==> src/hw/rtl/isoep_pkg.sv <==
// Shared types, constants and calendar helpers for the ISO 8601 to epoch block.
// Depends on nothing; every other file of the block refers to it by scoped names.

package isoep_pkg;

    // Configuration register indexes
    localparam logic [1:0] CFG_MIN_VALID_SECONDS = 2'd0;
    localparam logic [1:0] CFG_MIN_YEAR          = 2'd1;

    // Register reset values
    localparam logic [37:0] MIN_VALID_SECONDS_RST = 38'd1609459200;
    localparam logic [13:0] MIN_YEAR_RST          = 14'd2020;

    // Day count of 1970-01-01 on the internal day scale, in seconds
    localparam logic [38:0] EPOCH_SEC_OFFSET = 39'd74784816000;

    // Multiplier constants used by the shared unit
    localparam logic [16:0] RECIP_25       = 17'd1311;   // 2^15 / 25, rounded up
    localparam logic [16:0] YEARS_PER_CENT = 17'd100;
    localparam logic [16:0] DAYS_PER_YEAR  = 17'd365;
    localparam logic [16:0] SECS_PER_HOUR  = 17'd3600;
    localparam logic [16:0] SECS_PER_DAY   = 17'd86400;
    localparam logic [16:0] MS_PER_SEC     = 17'd1000;
    localparam logic [13:0] YEAR_BIAS      = 14'd400;

    // Field limits
    localparam logic [6:0] MAX_HOUR   = 7'd23;
    localparam logic [6:0] MAX_MINUTE = 7'd59;
    localparam logic [6:0] MAX_SECOND = 7'd59;
    localparam logic [9:0] MAX_MILLIS = 10'd999;

    typedef enum logic [1:0] {
        PH_FIXED,
        PH_SEP,
        PH_FRAC,
        PH_END
    } phase_t;

    typedef enum logic [3:0] {
        CV_IDLE,
        CV_Y100,
        CV_R100,
        CV_C100,
        CV_DAYS,
        CV_TOD,
        CV_SECS,
        CV_MILL,
        CV_DONE
    } conv_state_t;

    // Parsed fields handed from the parser to the converter
    typedef struct packed {
        logic        ok;
        logic [13:0] year;
        logic [6:0]  month;
        logic [6:0]  day;
        logic [6:0]  hour;
        logic [6:0]  minute;
        logic [6:0]  second;
        logic [9:0]  millis;
    } fields_t;

    // Operands of the shared multiply-add unit: a * b + c
    typedef struct packed {
        logic [37:0] a;
        logic [16:0] b;
        logic [47:0] c;
    } mac_op_t;

    // Day of a March-based year on which a month starts
    function automatic logic [8:0] month_start(input logic [6:0] m);
        logic [8:0] r;
        begin
            case (m)
                7'd3:    r = 9'd0;
                7'd4:    r = 9'd31;
                7'd5:    r = 9'd61;
                7'd6:    r = 9'd92;
                7'd7:    r = 9'd122;
                7'd8:    r = 9'd153;
                7'd9:    r = 9'd184;
                7'd10:   r = 9'd214;
                7'd11:   r = 9'd245;
                7'd12:   r = 9'd275;
                7'd1:    r = 9'd306;
                7'd2:    r = 9'd337;
                default: r = 9'd0;
            endcase
            return r;
        end
    endfunction

    // Length of a month; zero for a month that does not exist
    function automatic logic [4:0] month_len(input logic [6:0] m, input logic leap);
        logic [4:0] r;
        begin
            case (m)
                7'd1, 7'd3, 7'd5, 7'd7, 7'd8, 7'd10, 7'd12: r = 5'd31;
                7'd4, 7'd6, 7'd9, 7'd11:                    r = 5'd30;
                7'd2:    r = leap ? 5'd29 : 5'd28;
                default: r = 5'd0;
            endcase
            return r;
        end
    endfunction

endpackage

==> src/hw/rtl/isoep_parser.sv <==
// Character parser: walks the timestamp text one character a word and gathers the fields.
// Depends on isoep_pkg.

module isoep_parser (
    input  logic                clk,
    input  logic                rst_n,
    input  logic                accept,
    input  logic [7:0]          char_code,
    input  logic                last_char,
    output logic                start,
    output isoep_pkg::fields_t  snap
);

    localparam logic [4:0] POS_DASH1  = 5'd4;
    localparam logic [4:0] POS_DASH2  = 5'd7;
    localparam logic [4:0] POS_T      = 5'd10;
    localparam logic [4:0] POS_COLON1 = 5'd13;
    localparam logic [4:0] POS_COLON2 = 5'd16;
    localparam logic [4:0] POS_YEAR_END   = 5'd3;
    localparam logic [4:0] POS_MONTH_END  = 5'd6;
    localparam logic [4:0] POS_DAY_END    = 5'd9;
    localparam logic [4:0] POS_HOUR_END   = 5'd12;
    localparam logic [4:0] POS_MINUTE_END = 5'd15;
    localparam logic [4:0] FIXED_LENGTH   = 5'd19;

    logic [4:0]          pos_reg, pos_next;
    logic [13:0]         year_reg, year_next;
    logic [6:0]          month_reg, month_next;
    logic [6:0]          day_reg, day_next;
    logic [6:0]          hour_reg, hour_next;
    logic [6:0]          minute_reg, minute_next;
    logic [6:0]          second_reg, second_next;
    logic [9:0]          millis_reg, millis_next;
    logic [1:0]          frac_reg, frac_next;
    isoep_pkg::phase_t   phase_reg, phase_next;
    logic                err_reg, err_next;

    logic                dig;
    logic [3:0]          dval;
    logic [9:0]          ms_scaled;

    // Multiply by ten and add a digit, truncated to the field width
    function automatic logic [13:0] acc14(input logic [13:0] v, input logic [3:0] d);
        return (v << 3) + (v << 1) + {10'd0, d};
    endfunction

    function automatic logic [6:0] acc7(input logic [6:0] v, input logic [3:0] d);
        return (v << 3) + (v << 1) + {3'd0, d};
    endfunction

    function automatic logic [9:0] acc10(input logic [9:0] v, input logic [3:0] d);
        return (v << 3) + (v << 1) + {6'd0, d};
    endfunction

    assign dig  = (char_code >= 8'h30) && (char_code <= 8'h39);
    assign dval = dig ? 4'(char_code - 8'h30) : 4'd0;

    // Next parse state for the incoming character
    always_comb
    begin
        pos_next    = pos_reg;
        year_next   = year_reg;
        month_next  = month_reg;
        day_next    = day_reg;
        hour_next   = hour_reg;
        minute_next = minute_reg;
        second_next = second_reg;
        millis_next = millis_reg;
        frac_next   = frac_reg;
        phase_next  = phase_reg;
        err_next    = err_reg;
        ms_scaled   = 10'd0;
        start       = 1'b0;
        snap        = '0;

        if (accept && !err_reg)
        begin
            case (phase_reg)
                isoep_pkg::PH_FIXED:
                begin
                    if (pos_reg == POS_DASH1 || pos_reg == POS_DASH2)
                        err_next = (char_code != 8'h2D);
                    else if (pos_reg == POS_T)
                        err_next = (char_code != 8'h54);
                    else if (pos_reg == POS_COLON1 || pos_reg == POS_COLON2)
                        err_next = (char_code != 8'h3A);
                    else if (!dig)
                        err_next = 1'b1;
                    else if (pos_reg <= POS_YEAR_END)
                        year_next = acc14(year_reg, dval);
                    else if (pos_reg <= POS_MONTH_END)
                        month_next = acc7(month_reg, dval);
                    else if (pos_reg <= POS_DAY_END)
                        day_next = acc7(day_reg, dval);
                    else if (pos_reg <= POS_HOUR_END)
                        hour_next = acc7(hour_reg, dval);
                    else if (pos_reg <= POS_MINUTE_END)
                        minute_next = acc7(minute_reg, dval);
                    else
                        second_next = acc7(second_reg, dval);

                    if (!err_next)
                    begin
                        pos_next = pos_reg + 5'd1;
                        if (pos_next >= FIXED_LENGTH)
                            phase_next = isoep_pkg::PH_SEP;
                    end
                end
                isoep_pkg::PH_SEP:
                begin
                    if (char_code == 8'h2E)
                        phase_next = isoep_pkg::PH_FRAC;
                    else if (char_code == 8'h5A)
                        phase_next = isoep_pkg::PH_END;
                    else
                        err_next = 1'b1;
                end
                isoep_pkg::PH_FRAC:
                begin
                    if (dig)
                    begin
                        if (frac_reg != 2'd3)
                        begin
                            millis_next = acc10(millis_reg, dval);
                            frac_next   = frac_reg + 2'd1;
                        end
                    end
                    else if (char_code == 8'h5A && frac_reg != 2'd0)
                        phase_next = isoep_pkg::PH_END;
                    else
                        err_next = 1'b1;
                end
                default:
                begin
                    err_next = 1'b1;
                end
            endcase
        end

        // A short fraction is padded with zeros
        case (frac_next)
            2'd1:    ms_scaled = (millis_next << 6) + (millis_next << 5) + (millis_next << 2);
            2'd2:    ms_scaled = (millis_next << 3) + (millis_next << 1);
            default: ms_scaled = millis_next;
        endcase

        // On the last character, hand over the fields and clear for the next text
        if (accept && last_char)
        begin
            start       = 1'b1;
            snap.ok     = !err_next && (phase_next == isoep_pkg::PH_END);
            snap.year   = year_next;
            snap.month  = month_next;
            snap.day    = day_next;
            snap.hour   = hour_next;
            snap.minute = minute_next;
            snap.second = second_next;
            snap.millis = ms_scaled;

            pos_next    = 5'd0;
            year_next   = 14'd0;
            month_next  = 7'd0;
            day_next    = 7'd0;
            hour_next   = 7'd0;
            minute_next = 7'd0;
            second_next = 7'd0;
            millis_next = 10'd0;
            frac_next   = 2'd0;
            phase_next  = isoep_pkg::PH_FIXED;
            err_next    = 1'b0;
        end
    end

    // Parse state registers
    always_ff @(posedge clk or negedge rst_n)
    begin
        if (!rst_n)
        begin
            pos_reg    <= 5'd0;
            year_reg   <= 14'd0;
            month_reg  <= 7'd0;
            day_reg    <= 7'd0;
            hour_reg   <= 7'd0;
            minute_reg <= 7'd0;
            second_reg <= 7'd0;
            millis_reg <= 10'd0;
            frac_reg   <= 2'd0;
            phase_reg  <= isoep_pkg::PH_FIXED;
            err_reg    <= 1'b0;
        end
        else
        begin
            pos_reg    <= pos_next;
            year_reg   <= year_next;
            month_reg  <= month_next;
            day_reg    <= day_next;
            hour_reg   <= hour_next;
            minute_reg <= minute_next;
            second_reg <= second_next;
            millis_reg <= millis_next;
            frac_reg   <= frac_next;
            phase_reg  <= phase_next;
            err_reg    <= err_next;
        end
    end

endmodule

==> src/hw/rtl/isoep_mac.sv <==
// Shared multiply-add unit with a registered result: res = a * b + c.
// Depends on isoep_pkg.

module isoep_mac (
    input  logic               clk,
    input  logic               en,
    input  isoep_pkg::mac_op_t op,
    output logic [47:0]        res
);

    logic [54:0] prod;
    logic [47:0] res_reg, res_next;

    // One multiplication and one add, then the register
    always_comb
    begin
        prod     = {17'd0, op.a} * {38'd0, op.b};
        res_next = prod[47:0] + op.c;
    end

    always_ff @(posedge clk)
    begin
        if (en)
            res_reg <= res_next;
    end

    assign res = res_reg;

endmodule

==> src/hw/rtl/isoep_conv.sv <==
// Conversion sequencer: drives the shared multiply-add unit through the calendar
// arithmetic, checks the field ranges and holds the result word. Depends on isoep_pkg, isoep_mac.

module isoep_conv (
    input  logic               clk,
    input  logic               rst_n,
    input  logic               start,
    input  isoep_pkg::fields_t snap,
    input  logic [37:0]        min_valid_seconds,
    input  logic [13:0]        min_year,
    output logic               idle,
    output logic               out_valid,
    input  logic               out_ready,
    output logic [47:0]        out_data,
    output logic               out_user
);

    isoep_pkg::conv_state_t state_reg, state_next;
    isoep_pkg::fields_t     f_reg;
    logic [6:0]             qy_reg, qy_next;
    logic                   leap_reg, leap_next;
    logic [21:0]            days_reg, days_next;
    logic                   range_ok_reg, range_ok_next;
    logic                   out_valid_reg, out_valid_next;
    logic [47:0]            out_data_reg, out_data_next;
    logic                   out_user_reg, out_user_next;

    isoep_pkg::mac_op_t     op;
    logic                   mac_en;
    logic [47:0]            res;

    logic [13:0]            yy;
    logic [6:0]             c100;
    logic [15:0]            day_terms;
    logic [11:0]            min_sec;
    logic [38:0]            sp;
    logic [38:0]            sp_limit;
    logic                   fields_ok;
    logic                   load_out;

    isoep_mac u_mac (
        .clk (clk),
        .en  (mac_en),
        .op  (op),
        .res (res)
    );

    assign yy = f_reg.year + isoep_pkg::YEAR_BIAS
              - ((f_reg.month <= 7'd2) ? 14'd1 : 14'd0);
    assign c100      = res[21:15];
    assign day_terms = 16'(yy[13:2]) - 16'(c100) + 16'(c100[6:2])
                     + 16'(isoep_pkg::month_start(f_reg.month)) + 16'(f_reg.day) - 16'd1;
    assign min_sec   = {f_reg.minute, 5'd0} + {f_reg.minute, 5'd0}
                     - {3'd0, f_reg.minute, 2'd0} + {5'd0, f_reg.second};
    assign sp        = res[38:0];
    assign sp_limit  = isoep_pkg::EPOCH_SEC_OFFSET + {1'b0, min_valid_seconds};
    assign load_out  = (state_reg == isoep_pkg::CV_DONE) && (!out_valid_reg || out_ready);

    // Range checks on the captured fields
    always_comb
    begin
        fields_ok = f_reg.ok
                 && (f_reg.year >= min_year)
                 && (f_reg.day >= 7'd1)
                 && (f_reg.day <= {2'd0, isoep_pkg::month_len(f_reg.month, leap_reg)})
                 && (f_reg.hour <= isoep_pkg::MAX_HOUR)
                 && (f_reg.minute <= isoep_pkg::MAX_MINUTE)
                 && (f_reg.second <= isoep_pkg::MAX_SECOND)
                 && (f_reg.millis <= isoep_pkg::MAX_MILLIS)
                 && range_ok_reg;
    end

    // Next state
    always_comb
    begin
        state_next = state_reg;
        case (state_reg)
            isoep_pkg::CV_IDLE: if (start) state_next = isoep_pkg::CV_Y100;
            isoep_pkg::CV_Y100: state_next = isoep_pkg::CV_R100;
            isoep_pkg::CV_R100: state_next = isoep_pkg::CV_C100;
            isoep_pkg::CV_C100: state_next = isoep_pkg::CV_DAYS;
            isoep_pkg::CV_DAYS: state_next = isoep_pkg::CV_TOD;
            isoep_pkg::CV_TOD:  state_next = isoep_pkg::CV_SECS;
            isoep_pkg::CV_SECS: state_next = isoep_pkg::CV_MILL;
            isoep_pkg::CV_MILL: state_next = isoep_pkg::CV_DONE;
            isoep_pkg::CV_DONE: if (load_out) state_next = isoep_pkg::CV_IDLE;
            default:            state_next = isoep_pkg::CV_IDLE;
        endcase
    end

    // Operand selection for the shared unit and the working registers
    always_comb
    begin
        op            = '0;
        mac_en        = 1'b0;
        qy_next       = qy_reg;
        leap_next     = leap_reg;
        days_next     = days_reg;
        range_ok_next = range_ok_reg;
        case (state_reg)
            isoep_pkg::CV_Y100:
            begin
                // year / 100 through a reciprocal of 25 on year / 4
                mac_en = 1'b1;
                op.a   = 38'(f_reg.year[13:2]);
                op.b   = isoep_pkg::RECIP_25;
            end
            isoep_pkg::CV_R100:
            begin
                mac_en  = 1'b1;
                qy_next = res[21:15];
                op.a    = 38'(res[21:15]);
                op.b    = isoep_pkg::YEARS_PER_CENT;
            end
            isoep_pkg::CV_C100:
            begin
                // Leap year from the remainder by 100 and the century count
                leap_next = (f_reg.year[1:0] == 2'd0)
                         && ((res[13:0] != f_reg.year) || (qy_reg[1:0] == 2'd0));
                mac_en = 1'b1;
                op.a   = 38'(yy[13:2]);
                op.b   = isoep_pkg::RECIP_25;
            end
            isoep_pkg::CV_DAYS:
            begin
                mac_en = 1'b1;
                op.a   = 38'(yy);
                op.b   = isoep_pkg::DAYS_PER_YEAR;
                op.c   = 48'(day_terms);
            end
            isoep_pkg::CV_TOD:
            begin
                days_next = res[21:0];
                mac_en    = 1'b1;
                op.a      = 38'(f_reg.hour);
                op.b      = isoep_pkg::SECS_PER_HOUR;
                op.c      = 48'(min_sec);
            end
            isoep_pkg::CV_SECS:
            begin
                mac_en = 1'b1;
                op.a   = 38'(days_reg);
                op.b   = isoep_pkg::SECS_PER_DAY;
                op.c   = res;
            end
            isoep_pkg::CV_MILL:
            begin
                // Reject anything before the epoch or before the earliest accepted time
                range_ok_next = (sp >= sp_limit);
                mac_en        = 1'b1;
                op.a          = 38'(sp - isoep_pkg::EPOCH_SEC_OFFSET);
                op.b          = isoep_pkg::MS_PER_SEC;
                op.c          = 48'(f_reg.millis);
            end
            default:
            begin
                mac_en = 1'b0;
            end
        endcase
    end

    // Output word register
    always_comb
    begin
        out_valid_next = out_valid_reg;
        out_data_next  = out_data_reg;
        out_user_next  = out_user_reg;
        if (out_valid_reg && out_ready)
            out_valid_next = 1'b0;
        if (load_out)
        begin
            out_valid_next = 1'b1;
            out_user_next  = fields_ok;
            out_data_next  = fields_ok ? res : 48'd0;
        end
    end

    always_ff @(posedge clk or negedge rst_n)
    begin
        if (!rst_n)
        begin
            state_reg     <= isoep_pkg::CV_IDLE;
            out_valid_reg <= 1'b0;
        end
        else
        begin
            state_reg     <= state_next;
            out_valid_reg <= out_valid_next;
        end
    end

    // Payload registers
    always_ff @(posedge clk)
    begin
        if (start && state_reg == isoep_pkg::CV_IDLE)
            f_reg <= snap;
        qy_reg       <= qy_next;
        leap_reg     <= leap_next;
        days_reg     <= days_next;
        range_ok_reg <= range_ok_next;
        out_data_reg <= out_data_next;
        out_user_reg <= out_user_next;
    end

    assign idle      = (state_reg == isoep_pkg::CV_IDLE);
    assign out_valid = out_valid_reg;
    assign out_data  = out_data_reg;
    assign out_user  = out_user_reg;

    // A new text is only handed over while the sequencer is free
    a_start_idle: assert property (@(posedge clk) disable iff (!rst_n)
        start |-> state_reg == isoep_pkg::CV_IDLE)
        else $error("conversion started while busy");

    // A result word appears only after the final sequencer step
    a_out_from_done: assert property (@(posedge clk) disable iff (!rst_n)
        $rose(out_valid_reg) |-> $past(state_reg) == isoep_pkg::CV_DONE)
        else $error("result word loaded outside the final step");

    // A rejected text always reports zero milliseconds
    a_invalid_zero: assert property (@(posedge clk) disable iff (!rst_n)
        out_valid_reg && !out_user_reg |-> out_data_reg == 48'd0)
        else $error("rejected text carries a non-zero value");

    // The day sum always follows the leap-year step
    a_days_order: assert property (@(posedge clk) disable iff (!rst_n)
        state_reg == isoep_pkg::CV_DAYS |-> $past(state_reg) == isoep_pkg::CV_C100)
        else $error("sequencer skipped the leap-year step");

endmodule

==> src/hw/rtl/iso8601_utc_to_epoch_ms.sv <==
// ISO 8601 UTC timestamp to Unix epoch milliseconds converter.
//
// Input stream: one character of YYYY-MM-DDTHH:MM:SS[.fff...]Z per word,
// s_axis_tlast on the last one. Characters are taken one a cycle while idle.
// Output stream: one word per text, m_axis_tuser set when the text parsed
// and passed every check, m_axis_tdata the milliseconds (zero otherwise).
// Configuration: cfg_we with cfg_index 0 writes the earliest accepted time
// in seconds, index 1 the smallest accepted year; other indexes are ignored.
// The conversion runs 7 multiply-add steps on one shared unit, and
// s_axis_tready is low from each last character until the result word is
// loaded, so no new text is taken while a conversion runs.
// Reset clears the parser and output, and restores the register defaults
// (1609459200 seconds, year 2020). If the receiver stalls, the result word
// is held; characters of the next text, its last one included, keep being
// taken, but its conversion then waits in the final step, with
// s_axis_tready low, until the previous word has been delivered.
// Depends on isoep_pkg, isoep_parser, isoep_conv and isoep_mac.

module iso8601_utc_to_epoch_ms (
    input  logic        clk,
    input  logic        rst_n,
    input  logic        s_axis_tvalid,
    output logic        s_axis_tready,
    input  logic [7:0]  s_axis_tdata,   // [7:0] char_code
    input  logic        s_axis_tlast,   // last_char
    output logic        m_axis_tvalid,
    input  logic        m_axis_tready,
    output logic [47:0] m_axis_tdata,   // [47:0] epoch_millis
    output logic        m_axis_tuser,   // [0] valid_res
    input  logic        cfg_we,
    input  logic [1:0]  cfg_index,
    input  logic [37:0] cfg_data
);

    logic [37:0]        min_valid_reg;
    logic [13:0]        min_year_reg;
    logic               accept;
    logic               start;
    logic               conv_idle;
    isoep_pkg::fields_t snap;

    // Configuration registers
    always_ff @(posedge clk or negedge rst_n)
    begin
        if (!rst_n)
        begin
            min_valid_reg <= isoep_pkg::MIN_VALID_SECONDS_RST;
            min_year_reg  <= isoep_pkg::MIN_YEAR_RST;
        end
        else if (cfg_we)
        begin
            if (cfg_index == isoep_pkg::CFG_MIN_VALID_SECONDS)
                min_valid_reg <= cfg_data;
            else if (cfg_index == isoep_pkg::CFG_MIN_YEAR)
                min_year_reg <= cfg_data[13:0];
        end
    end

    assign s_axis_tready = conv_idle;
    assign accept        = s_axis_tvalid && s_axis_tready;

    isoep_parser u_parser (
        .clk       (clk),
        .rst_n     (rst_n),
        .accept    (accept),
        .char_code (s_axis_tdata),
        .last_char (s_axis_tlast),
        .start     (start),
        .snap      (snap)
    );

    isoep_conv u_conv (
        .clk               (clk),
        .rst_n             (rst_n),
        .start             (start),
        .snap              (snap),
        .min_valid_seconds (min_valid_reg),
        .min_year          (min_year_reg),
        .idle              (conv_idle),
        .out_valid         (m_axis_tvalid),
        .out_ready         (m_axis_tready),
        .out_data          (m_axis_tdata),
        .out_user          (m_axis_tuser)
    );

endmodule

==> config.mk <==
export PLATFORM = sky130hd
export DESIGN_NAME = iso8601_utc_to_epoch_ms
export DESIGN_NICKNAME = d
export VERILOG_FILES = /design/src/hw/rtl/isoep_pkg.sv /design/src/hw/rtl/isoep_parser.sv /design/src/hw/rtl/isoep_mac.sv /design/src/hw/rtl/isoep_conv.sv /design/src/hw/rtl/iso8601_utc_to_epoch_ms.sv
export SDC_FILE = /design/constraint.sdc
export NUM_CORES = 2
export LEC_CHECK = 0
export ABC_AREA = 1
export BUFFER_PORTS_ARGS = -buffer_cell sky130_fd_sc_hd__buf_2
export CAP_MARGIN = 20
export CORE_MARGIN = 5
export CORE_UTILIZATION = 45
export DETAILED_ROUTE_END_ITERATION = 10
export GPL_ROUTABILITY_DRIVEN = 0
export PLACE_DENSITY = 0.73
export RECOVER_POWER = 25
export SYNTH_ARGS = -nofsm -noshare
export SYNTH_HDL_FRONTEND = slang
export SYNTH_SLANG_ARGS = --single-unit
==> constraint.sdc <==
create_clock -name clk -period 19.9 [get_ports clk]
set_input_delay 1.99 -clock clk [delete_from_list [all_inputs] [get_ports clk]]
set_output_delay 1.99 -clock clk [all_outputs]
set_load 0.03 [all_outputs]
==> impl_metrics.toml <==
[layout]
largest_reg_flops = 60
layout-drive-gt1-share_pct = 5.233
synthToLayoutAreaGrowth_pct = 9.299
num-nets-final = 5982

[die]
fp.dieW_um = 308.6
ios = 105
die_area_sq_um = 95240
rows = 109
core_sq_um = 88510
die_h_um = 308.6
start_util_pct = 45.33

[worst_setup_path]
max_stage_delay_ns = 0.52
crit_path_top_delay_cell = "fa_1"
critical_path_depth = 47
cp.arrival_ns = 11.21
r2r_setup_slack_ns = 9.00
crit_type = "flop to flop"
crit_end = "u_conv.u_mac.res[20]"
startpoint = "u_conv.f_reg[42]"
critical_path_required_ns = 20.21
path_buf_inv = 8
crit_family = "adder cells"
cp_max_fo = 13
end_kind = "flop"
reg2reg_to = "u_conv.u_mac.res[20]"
crit_path_start_kind = "flop"
reg2reg_depth = 47
r2r_start = "u_conv.f_reg[42]"

[route]
first_iter_violations = 3312
drtAntennaViolNets = 0
via_count = 32520
first_pass_iters = 6
drc = 0
totalWireLength_um = 111000
vias_per_cell = 5.252
wl_per_cell_um = 17.93

[sta]
finalSetupViolCount = 0
layout_min_cycle_time_ns = 10.90
finalCritPeriodShare_pct = 54.77
finalHoldViolCount = 0
setup_tns_ns = 0
tightest_slew_ns = 3.502
clock_skew_ns = 0.02236
max_freq_ghz = 0.09175
finalMaxSlewViolations = 221
rsz0062_at_grt = "false"
slew_headroom_pct = -133.5

[synth]
synth_top_area_share_pct = 26.64
synth_seq_area_share_pct = 22.07
synth_area_sq_um = 40130
synth_edf_count = 183
synth.area.top_cells = "fa_1 (27%), edfxtp_1 (14%), ha_1 (12%)"
synthFlopType = "edfxtp_1"
synth.distinct_cells = 74
synth_largest_area_cell = "fa_1"
syn_area_per_cell_sq_um = 8.521
syn_inst = 4709
synth-seq-cells = 318
synthArstFlopShare_pct = 39.62
yosysWarnings = 0

[grt]
grt_antenna_before_repair = 0
grt_remaining_overflow = 0
grt_util_all_layers_pct = 23.79
grt_max_degree = 80
grt_pass1_vias = 32920
grt_pass1_wl_um = 178800

[clock_tree]
htreeDepth = 2
clk_latency_ns = 0.58
numCtsBuffers = 36
cts_root_buffer = "clkbuf_16"
cts.repair.resized = 0
hold_buffers = 0
cts_buffer_depth = 3
post_cts_buffers = 0
cts_tree = "built"
clk_pin_slew_worst_paths_ns = 0.06
clock_sink_count = 318

[status]
status = "finished with violations"
violations = "capacitance limit, slew limit"

[worst_hold_path]
min-delay-path-class = "flop to flop"

[placed_design]
hpwl_um = 91660
io_buffers = 104

[job]
maxCapViolCount = 4
==> metrics by stage <==
step | hold slack, ns | util [%] | worst slack (ns) | area [sq um] | cells
finish | 0.4871 | 49.55 | 9.001 | 43860 | 6192
global route | 0.5111 | 49.55 | 8.340 | 43850 | 6191
CTS | 0.4897 | 49.60 | 9.153 | 43900 | 6191
detailed placement | 0.4745 | 48.28 | 9.201 | 42730 | 6125
global placement | 0.4700 | 48.28 | 9.433 | 42730 | 6125
floorplan | 0.4530 | - | 10.08 | 40820 | 4894
==> worst min path at each step <==
stage,slack [ns],from,to,cells past startpoint
finish,0.49,min_year_reg[11],min_year_reg[11],2
CTS,0.49,min_year_reg[11],min_year_reg[11],2
global placement,0.47,min_valid_reg[1],min_valid_reg[1],2
global route,0.51,min_year_reg[5],min_year_reg[5],2
detailed placement,0.47,min_year_reg[11],min_year_reg[11],2
floorplan,0.45,min_valid_reg[1],min_valid_reg[1],2
==> area by class of cell <==
type                       count  area [sq um]
sequential                   318          8857
clock inverter                17         130.1
multi-input combinational   3308         27180
clock buffer                  49          1045
tap                         1165          1458
fill                        8226         44650
timing repair buffer         122         636.9
antenna                        1         2.502
inverter                    1212          4552
==> Yosys cell counts, drive strengths merged, types with 24 or more instances <==
master and instances:
a21oi 202, buf 24, clkbuf 32, dfrtp 103
edfxtp 183, fa 534, ha 396, inv 1211
nand2 671, nand3 152, nand4 47, nor2 513
nor3 63, nor4 25, o21ai 187, xnor2 53
xor2 81
==> metal layers <==
layer  track usage, %  wire length, um
met5                0                0
met4            7.683             4343
met3            6.388            12220
met2            36.58            48210
met1            33.08            46270
==> cell usage in the layout (no fill, tap or decap), types with 22 or more instances in the layout <==
cell,count
a21oi_1,198
buf_2,101
clkbuf_16,40
conb_1,187
dfrtp_1,103
dfstp_2,23
edfxtp_1,183
fa_1,534
ha_1,396
inv_1,1196
nand2_1,665
nand3_1,149
nand4_1,45
nor2_1,503
nor3_1,62
nor4_1,22
o21ai_0,168
o22ai_1,22
xnor2_1,53
xor2_1,81
==> logic make-up (layout without fill, tap and decap cells) <==
logic type,after synthesis,after routing,synth area share (%)
other,2,188,0.01872
buffers and inverters,1268,1400,11.93
DFF,318,318,22.07
and+or+nand+nor,1504,1504,15.84
muxes,22,22,0.5737
adders and majority gates,930,930,38.99
AOI/OAI and AO/OA,531,531,7.643
xor gates and xnor gates,134,134,2.925
==> tightest hold or removal path, stage by stage (launching register included) <==
cell     delay [ns]
dfrtp_1        0.34
nand2_1        0.05
o21ai_0        0.06
Power is left out: the tool's default activity adds up to more than one toggle a clock period on the data nets, which glitch-free logic cannot reach.
